### src/lbot_pkg.sv
// Package for the LED blob order tracker: types, sizes, register codes and states.
package lbot_pkg;

    // Fixed sizes of the block
    localparam int BLOB_COUNT = 5;
    localparam int IDX_W      = $clog2(BLOB_COUNT);
    localparam int COORD_W    = 16;
    localparam int SLOT_W     = 3;
    localparam int SQ_W       = 2 * COORD_W;
    localparam int LIMIT_W    = SQ_W + 1;
    localparam int FRAC_BITS  = 6;

    // Register port
    localparam int CFG_IDX_W  = 3;
    localparam int CFG_DATA_W = LIMIT_W;

    localparam logic [CFG_IDX_W-1:0] CFG_MATCH_LIMIT  = 3'd0;
    localparam logic [CFG_IDX_W-1:0] CFG_LEFT_MARGIN  = 3'd1;
    localparam logic [CFG_IDX_W-1:0] CFG_RIGHT_MARGIN = 3'd2;
    localparam logic [CFG_IDX_W-1:0] CFG_TOP_MARGIN   = 3'd3;
    localparam logic [CFG_IDX_W-1:0] CFG_BOTTOM_MARGIN = 3'd4;

    // Reset values in whole pixels (squared pixels for the match limit), scaled by the fraction bits at reset
    localparam int MATCH_LIMIT_PIX = 100;
    localparam int LEFT_PIX        = 10;
    localparam int RIGHT_PIX       = 630;
    localparam int TOP_PIX         = 10;
    localparam int BOTTOM_PIX      = 470;

    localparam logic [IDX_W-1:0] LAST_IDX = IDX_W'(BLOB_COUNT - 1);

    typedef logic [IDX_W-1:0] idx_t;

    // Input item: one centroid
    typedef struct packed {
        logic [COORD_W-1:0] blob_x;
        logic [COORD_W-1:0] blob_y;
    } blob_in_t;

    // Result item
    typedef struct packed {
        logic [COORD_W-1:0] out_x;
        logic [COORD_W-1:0] out_y;
        logic [SLOT_W-1:0]  slot;
        logic               out_of_frame;
        logic               last;
    } blob_out_t;

    // Sequencer states
    typedef enum logic [3:0] {
        ST_IDLE,
        ST_CHECK,
        ST_EXT,
        ST_MID,
        ST_COPY,
        ST_MSQX,
        ST_MSQY,
        ST_PREP,
        ST_EMIT
    } state_t;

endpackage

### src/led_blob_order_tracker.sv
// Top level of the LED blob order tracker: loader, shared distance unit and sequencer.
//
//  channel   direction  handshake            payload
//  s_        in         s_valid / s_ready    blob_in_t  (blob_x, blob_y)
//  m_        out        m_valid / m_ready    blob_out_t (out_x, out_y, slot, out_of_frame, last)
//  cfg_      in         cfg_wr_en            cfg_index, cfg_data
//
// Centroids are taken one per cycle while s_ready is high. The fifth of a frame starts a walk:
// a margin check of each blob, then on the first frame the extreme, interior and copy passes,
// or on later frames a pass in which the one 16x16 squarer handles dx^2 and dy^2 of each of
// the 25 pairs (a frame with a blob outside the margins skips these passes); a setup state
// follows, then the results (5, or 1 for a dropped frame), one per cycle that m_ready allows.
// s_ready is low from the fifth centroid until the last result is taken. Reset (aresetn,
// synchronous) restores the state, first-frame flag, configuration registers and load count.
module led_blob_order_tracker
    #(
        parameter int FRAC_BITS = lbot_pkg::FRAC_BITS
    )
    (
        input  logic                                aclk,
        input  logic                                aresetn,
        input  logic                                s_valid,
        output logic                                s_ready,
        input  lbot_pkg::blob_in_t                  s_data,
        output logic                                m_valid,
        input  logic                                m_ready,
        output lbot_pkg::blob_out_t                 m_data,
        input  logic                                cfg_wr_en,
        input  logic [lbot_pkg::CFG_IDX_W-1:0]      cfg_index,
        input  logic [lbot_pkg::CFG_DATA_W-1:0]     cfg_data
    );

    import lbot_pkg::*;

    localparam logic [LIMIT_W-1:0] LIMIT_RST  = LIMIT_W'(MATCH_LIMIT_PIX) << (2 * FRAC_BITS);
    localparam logic [COORD_W-1:0] LEFT_RST   = COORD_W'(LEFT_PIX) << FRAC_BITS;
    localparam logic [COORD_W-1:0] RIGHT_RST  = COORD_W'(RIGHT_PIX) << FRAC_BITS;
    localparam logic [COORD_W-1:0] TOP_RST    = COORD_W'(TOP_PIX) << FRAC_BITS;
    localparam logic [COORD_W-1:0] BOTTOM_RST = COORD_W'(BOTTOM_PIX) << FRAC_BITS;

    state_t state_reg, state_next;

    // Configuration
    logic [LIMIT_W-1:0] limit_reg;
    logic [COORD_W-1:0] left_reg, right_reg, top_reg, bottom_reg;

    // Control
    idx_t load_reg;
    logic first_reg;
    logic drop_reg;
    idx_t i_reg, j_reg, k_reg;

    // Data stores
    blob_in_t frame_reg [BLOB_COUNT];
    blob_in_t rx_reg    [BLOB_COUNT];
    blob_in_t prev_reg  [BLOB_COUNT];

    // First frame extremes
    logic [COORD_W-1:0] xmin_reg, xmax_reg, ymin_reg, ymax_reg;
    idx_t ixmin_reg, ixmax_reg, iymin_reg, iymax_reg, imid_reg;

    // Matching
    logic [SQ_W-1:0]    sq_reg;
    logic [LIMIT_W-1:0] best_reg;
    idx_t               target_reg;

    blob_out_t out_reg;

    // Read ports
    idx_t     copy_idx, frame_rd, rx_rd, wr_slot;
    blob_in_t fsel, psel, rsel;

    logic               s_fire, m_fire, outs, inner, hit;
    logic [COORD_W-1:0] dx, dy, mul_a;
    logic [SQ_W-1:0]    mul;
    logic [LIMIT_W-1:0] d_sum;

    assign s_ready = (state_reg == ST_IDLE);
    assign m_valid = (state_reg == ST_EMIT);
    assign m_data  = out_reg;
    assign s_fire  = s_valid && s_ready;
    assign m_fire  = m_valid && m_ready;

    // Frame store read: source index on copy pass, walk index otherwise
    always_comb begin
        case (k_reg)
            3'd0:    copy_idx = iymax_reg;
            3'd1:    copy_idx = iymin_reg;
            3'd2:    copy_idx = ixmax_reg;
            3'd3:    copy_idx = ixmin_reg;
            default: copy_idx = imid_reg;
        endcase
    end

    assign frame_rd = (state_reg == ST_COPY) ? copy_idx : i_reg;
    assign fsel     = frame_reg[frame_rd];
    assign psel     = prev_reg[j_reg];
    assign rx_rd    = (state_reg == ST_EMIT && k_reg != LAST_IDX) ? k_reg + 1'b1 : '0;
    assign rsel     = rx_reg[rx_rd];

    // Margin test and strict interior test on the current blob
    assign outs  = (fsel.blob_x < left_reg) || (fsel.blob_x > right_reg) ||
                   (fsel.blob_y < top_reg)  || (fsel.blob_y > bottom_reg);
    assign inner = (fsel.blob_x > xmin_reg) && (fsel.blob_x < xmax_reg) &&
                   (fsel.blob_y > ymin_reg) && (fsel.blob_y < ymax_reg);

    // Shared squarer: dx in the ST_MSQX state of a pair, dy in the ST_MSQY state
    assign dx    = (fsel.blob_x > psel.blob_x) ? fsel.blob_x - psel.blob_x
                                               : psel.blob_x - fsel.blob_x;
    assign dy    = (fsel.blob_y > psel.blob_y) ? fsel.blob_y - psel.blob_y
                                               : psel.blob_y - fsel.blob_y;
    assign mul_a = (state_reg == ST_MSQX) ? dx : dy;
    assign mul   = mul_a * mul_a;
    assign d_sum = {1'b0, sq_reg} + {1'b0, mul};
    assign hit   = d_sum < best_reg;
    assign wr_slot = hit ? j_reg : target_reg;

    // Sequencer next state
    always_comb begin
        state_next = state_reg;
        case (state_reg)
            ST_IDLE: begin
                if (s_fire && load_reg == LAST_IDX) state_next = ST_CHECK;
            end
            ST_CHECK: begin
                if (i_reg == LAST_IDX) begin
                    if (drop_reg || outs) state_next = ST_PREP;
                    else if (first_reg)   state_next = ST_EXT;
                    else                  state_next = ST_MSQX;
                end
            end
            ST_EXT: begin
                if (i_reg == LAST_IDX) state_next = ST_MID;
            end
            ST_MID: begin
                if (i_reg == LAST_IDX) state_next = ST_COPY;
            end
            ST_COPY: begin
                if (k_reg == LAST_IDX) state_next = ST_PREP;
            end
            ST_MSQX: begin
                state_next = ST_MSQY;
            end
            ST_MSQY: begin
                if (j_reg == LAST_IDX && i_reg == LAST_IDX) state_next = ST_PREP;
                else                                        state_next = ST_MSQX;
            end
            ST_PREP: begin
                state_next = ST_EMIT;
            end
            ST_EMIT: begin
                if (m_fire && out_reg.last) state_next = ST_IDLE;
            end
            default: state_next = ST_IDLE;
        endcase
    end

    // State and control registers
    always_ff @(posedge aclk) begin
        if (!aresetn) begin
            state_reg  <= ST_IDLE;
            load_reg   <= '0;
            first_reg  <= 1'b1;
            limit_reg  <= LIMIT_RST;
            left_reg   <= LEFT_RST;
            right_reg  <= RIGHT_RST;
            top_reg    <= TOP_RST;
            bottom_reg <= BOTTOM_RST;
        end else begin
            state_reg <= state_next;

            // Register writes
            if (cfg_wr_en) begin
                case (cfg_index)
                    CFG_MATCH_LIMIT:   limit_reg  <= cfg_data;
                    CFG_LEFT_MARGIN:   left_reg   <= cfg_data[COORD_W-1:0];
                    CFG_RIGHT_MARGIN:  right_reg  <= cfg_data[COORD_W-1:0];
                    CFG_TOP_MARGIN:    top_reg    <= cfg_data[COORD_W-1:0];
                    CFG_BOTTOM_MARGIN: bottom_reg <= cfg_data[COORD_W-1:0];
                    default: ;
                endcase
            end

            // Load count wraps at the end of a frame
            if (s_fire) begin
                load_reg <= (load_reg == LAST_IDX) ? '0 : load_reg + 1'b1;
            end

            // Accepted frame leaves the geometric ordering behind
            if (state_reg == ST_EMIT && m_fire && out_reg.last && !out_reg.out_of_frame) begin
                first_reg <= 1'b0;
            end
        end
    end

    // Datapath
    always_ff @(posedge aclk) begin
        case (state_reg)
            ST_IDLE: begin
                if (s_fire) begin
                    frame_reg[load_reg] <= s_data;
                    i_reg    <= '0;
                    drop_reg <= 1'b0;
                end
            end
            ST_CHECK: begin
                drop_reg <= drop_reg | outs;
                if (i_reg == LAST_IDX) begin
                    i_reg      <= '0;
                    j_reg      <= '0;
                    k_reg      <= '0;
                    best_reg   <= limit_reg;
                    target_reg <= '0;
                    for (int n = 0; n < BLOB_COUNT; n++) rx_reg[n] <= '0;
                end else begin
                    i_reg <= i_reg + 1'b1;
                end
            end
            ST_EXT: begin
                // Running extremes, first strict one wins
                if (i_reg == '0) begin
                    xmin_reg  <= fsel.blob_x;
                    xmax_reg  <= fsel.blob_x;
                    ymin_reg  <= fsel.blob_y;
                    ymax_reg  <= fsel.blob_y;
                    ixmin_reg <= '0;
                    ixmax_reg <= '0;
                    iymin_reg <= '0;
                    iymax_reg <= '0;
                end else begin
                    if (fsel.blob_x < xmin_reg) begin
                        xmin_reg  <= fsel.blob_x;
                        ixmin_reg <= i_reg;
                    end
                    if (fsel.blob_x > xmax_reg) begin
                        xmax_reg  <= fsel.blob_x;
                        ixmax_reg <= i_reg;
                    end
                    if (fsel.blob_y < ymin_reg) begin
                        ymin_reg  <= fsel.blob_y;
                        iymin_reg <= i_reg;
                    end
                    if (fsel.blob_y > ymax_reg) begin
                        ymax_reg  <= fsel.blob_y;
                        iymax_reg <= i_reg;
                    end
                end
                i_reg <= (i_reg == LAST_IDX) ? '0 : i_reg + 1'b1;
            end
            ST_MID: begin
                // Last strictly interior blob, blob 0 if none
                if (i_reg == '0)  imid_reg <= '0;
                else if (inner)   imid_reg <= i_reg;
                i_reg <= (i_reg == LAST_IDX) ? '0 : i_reg + 1'b1;
            end
            ST_COPY: begin
                rx_reg[k_reg] <= fsel;
                k_reg <= (k_reg == LAST_IDX) ? '0 : k_reg + 1'b1;
            end
            ST_MSQX: begin
                sq_reg <= mul;
            end
            ST_MSQY: begin
                if (j_reg == LAST_IDX) begin
                    // Later blobs overwrite earlier ones in the same slot
                    rx_reg[wr_slot] <= fsel;
                    best_reg   <= limit_reg;
                    target_reg <= '0;
                    j_reg      <= '0;
                    i_reg      <= (i_reg == LAST_IDX) ? '0 : i_reg + 1'b1;
                end else begin
                    if (hit) begin
                        best_reg   <= d_sum;
                        target_reg <= j_reg;
                    end
                    j_reg <= j_reg + 1'b1;
                end
            end
            ST_PREP: begin
                k_reg <= '0;
                if (drop_reg) begin
                    out_reg <= '{out_x: '0, out_y: '0, slot: '0, out_of_frame: 1'b1, last: 1'b1};
                end else begin
                    out_reg <= '{out_x: rx_reg[0].blob_x, out_y: rx_reg[0].blob_y,
                                 slot: '0, out_of_frame: 1'b0, last: 1'b0};
                end
            end
            ST_EMIT: begin
                if (m_fire) begin
                    if (out_reg.last) begin
                        if (!out_reg.out_of_frame) begin
                            for (int n = 0; n < BLOB_COUNT; n++) prev_reg[n] <= rx_reg[n];
                        end
                    end else begin
                        k_reg <= k_reg + 1'b1;
                        out_reg <= '{out_x: rsel.blob_x, out_y: rsel.blob_y,
                                     slot: SLOT_W'(rx_rd), out_of_frame: 1'b0,
                                     last: (rx_rd == LAST_IDX)};
                    end
                end
            end
            default: ;
        endcase
    end

endmodule
### config.mk
export PLATFORM = sky130hd
export DESIGN_NAME = led_blob_order_tracker
export DESIGN_NICKNAME = d
export VERILOG_FILES = /design/src/lbot_pkg.sv /design/src/led_blob_order_tracker.sv
export SDC_FILE = /design/constraint.sdc
export NUM_CORES = 2
export LEC_CHECK = 0
export ABC_CLOCK_PERIOD_IN_PS = 28800
export BUFFER_PORTS_ARGS = -buffer_cell sky130_fd_sc_hd__buf_2
export CORE_ASPECT_RATIO = 0.75
export CORE_UTILIZATION = 25
export DETAILED_ROUTE_END_ITERATION = 12
export GPL_ROUTABILITY_DRIVEN = 0
export PLACE_DENSITY_LB_ADDON = 0.2
export SLEW_MARGIN = 20
export SYNTH_ARGS = -nofsm -noshare
export SYNTH_HDL_FRONTEND = slang
export SYNTH_SLANG_ARGS = --single-unit
### constraint.sdc
create_clock -name aclk -period 28.8 [get_ports aclk]
set_input_delay 2.88 -clock aclk [delete_from_list [all_inputs] [get_ports aclk]]
set_output_delay 2.88 -clock aclk [all_outputs]
set_load 0.005 [all_outputs]
==> key figures <==
GRT
  • Vias in the first global route: approximately 32,000
  • Pin count of the biggest net entering global routing: 89
  • Initial antenna violation count: 19
  • First-pass GRT wire length: 234,000 um
  • Gr usage total: between 15 and 20%
  • GRT Residual Overflow: 0

Floorplan
  • Initial Utilization: 25.3%
  • Boundary Pins: 112
  • Core Box Area: 0.195 mm^2
  • DIE AREA: 0.199 mm^2
  • Chip Height: 386 um
  • Row cnt: 140
  • Die W: 515 um

Cells and area
  • Area Growth Syn to Fin: 14.9%
  • # nets final: 4,944
  • Layout cells sized above 1: between 10 and 15%
  • Max reg flops: 256

Yosys
  • Ys async rst share: 0%
  • Top-count cell post-synth: edfxtp_1
  • Number of enable flip-flop cells after synthesis: 769
  • Cell count after synthesis: around 4,200
  • Yosys warning total: 0
  • Syn Area/Cell: between 10 and 15 um^2
  • Ys flop type: edfxtp_1
  • Synthesized Nets: 4,816
  • Yosys top cell area share: 46.9%
  • Distinct cell type count of the synthesized netlist: just over 100
  • Synth area leaders: edfxtp_1, ha_1, fa_1
  • Netlist Area Pre-Place: 0.0493 mm^2
  • Post-synth top cells: edfxtp_1, nand2_1, inv_1
  • Sequential share of the synthesized area: around half
  • Yosys reg bits: about 880
  • Largest area contributor in the netlist: edfxtp_1

Critical path
  • Slowest cell delay on critical path: 0.84 ns
  • CP Class: reg2reg
  • Slowest stage cell, crit path: o21ai_2
  • CP required: 29.20 ns
  • CP max FO: 34
  • Critical Path End Type: register
  • Crit start category: register
  • Arr. time, crit path: 19.03 ns

STA
  • Min Hold Slack: approximately 0.44 ns
  • Final Critical Period: 18.63 ns
  • Final period util: 64.7%
  • Final setup TNS: 0 ns
  • Clock Skew: around 0.049 ns
  • Relative slew slack: between 10 and 15%
  • Fin. Hold Viols: 0
  • Fmax: 53.7 MHz
  • Slew @ Worst Pin: 1.25 ns
  • Final Setup Violations: 0
  • RSZ-0062 raised after global routing: no
  • Final Max Slew Viols: 0

Route
  • Drt via density: 4.68
  • DR WL/cell: 23.0 um
  • Final ANT Viol Nets: 0
  • WL final: about 160,000 um
  • Drc violations: 0
  • Pre-antenna DRT Iters: 5
  • Initial drt markers: between 2,000 and 3,000
  • Vias: 33,000

Clock tree
  • Clock net sink count: 877
  • Worst-Skew Late Latency: about 0.76 ns
  • Cts repair resizes: 0
  • Max Buffers Root-to-Sink: 3
  • # hold bufs at CTS: 0
  • Reg clk slew, reported paths: 0.06 ns
  • H-tree depth: 3
  • CTS tree: done
  • Root buffer cell: clkbuf_16
  • Setup Buffers After CTS: 0
  • CTS Buf Count: 100

Place
  • DP HPWL: 113,000 um
  • IO Port Bufs: 111

Worst hold path
  • Tightest Hold Check Type: reg2reg

Job
  • Max-Cap Viols: 0

Run status
  • Outcome: finished, final reports clean
critical path: cells and delay by family (launching register included):
kind | cells | cell delay (ns)
AO/OA/AOI/OAI | 27 | 6.55
XOR/XNOR | 3 | 0.61
adder cells (fa/ha/maj) | 12 | 4.88
buffers and inverters | 8 | 2.32
flip-flops | 1 | 0.39
multiplexers | 3 | 1.56
AND/OR/NAND/NOR | 8 | 1.88
metrics by stage:
stage,std cells,setup slack (ns),instance area [um^2],utilization [%]
after floorplan,4209,12.68,49300,-
after global placement,6862,9.86,53200,27.3
after detailed placement,6862,10.18,53200,27.3
after CTS,7050,10.10,56600,29.0
after global routing,7050,8.85,56600,29.0
final,7052,10.17,56600,29.0
area by class of cell:
cell class / count / area, um^2
clock inverter: 68 / 748
tap: 2627 / 3290
fill: 19900 / 138000
clock buffer: 120 / 2650
antenna: 2 / 5.00
sequential: 877 / 25300
inverter: 472 / 1770
timing repair buffer: 203 / 1260
multi-input combinational: 2683 / 21600
cells by family after synthesis:
group,count (synthesis),share of synthesized area (%)
and+or+nand+nor,1223,11.0
AOI/OAI and AO/OA,667,9.65
adders and majority gates,534,16.1
muxes,167,5.06
xor gates and xnor gates,92,1.65
buffers and inverters,649,5.24
DFF,877,51.3
placed cells by master (no fill, tap or decap), drive strengths merged, types with 7 or more instances in the layout:
master  synthesis  routed
a211oi         21      21
a21boi         82      82
a21o           87      87
a21oi         121     121
a221oi         75      75
a311oi          7       7
a31oi          41      41
and2           39      39
and3           17      17
and4            9       9
buf            59     203
bufinv          0      13
clkbuf        118     120
clkinv          2      43
dfxtp         108     108
edfxtp        769     769
fa            167     167
ha            367     367
inv           470     479
mux2           23      23
mux2i          82      82
mux4           62      62
nand2         552     552
nand2b         32      32
nand3         112     112
nand4          32      32
nor2          295     295
nor2b          36      36
nor3           60      60
nor4           10      10
o211ai         27      27
o21a           22      22
o21ai         103     103
o21bai         14      14
o221ai          7       7
or2            10      10
xnor2          63      63
xor2           29      29
per-layer routing:
layer  GRT usage [%]  routed length, um  vias to the layer above
met1            25.5              83400                    16700
met4            3.20               2780                        0
met2            22.8              67100                      903
li1                -                  -                    15200
met5               0                  0                        -
met3            2.39               8680                      187
path summary, 6_finish.rpt:
check | from | end | slack, ns | cells after the start
min | rx_reg[1][8] | prev_reg[1][8] | 0.44 | 0
max reg2reg | k_reg[0] | rx_reg[2][23] | 10.17 | 61
min reg2reg | rx_reg[1][8] | prev_reg[1][8] | 0.44 | 0
max | k_reg[0] | rx_reg[2][23] | 10.17 | 61
Power is left out: the tool's default activity adds up to more than one toggle a clock period on the data nets, which glitch-free logic cannot reach.
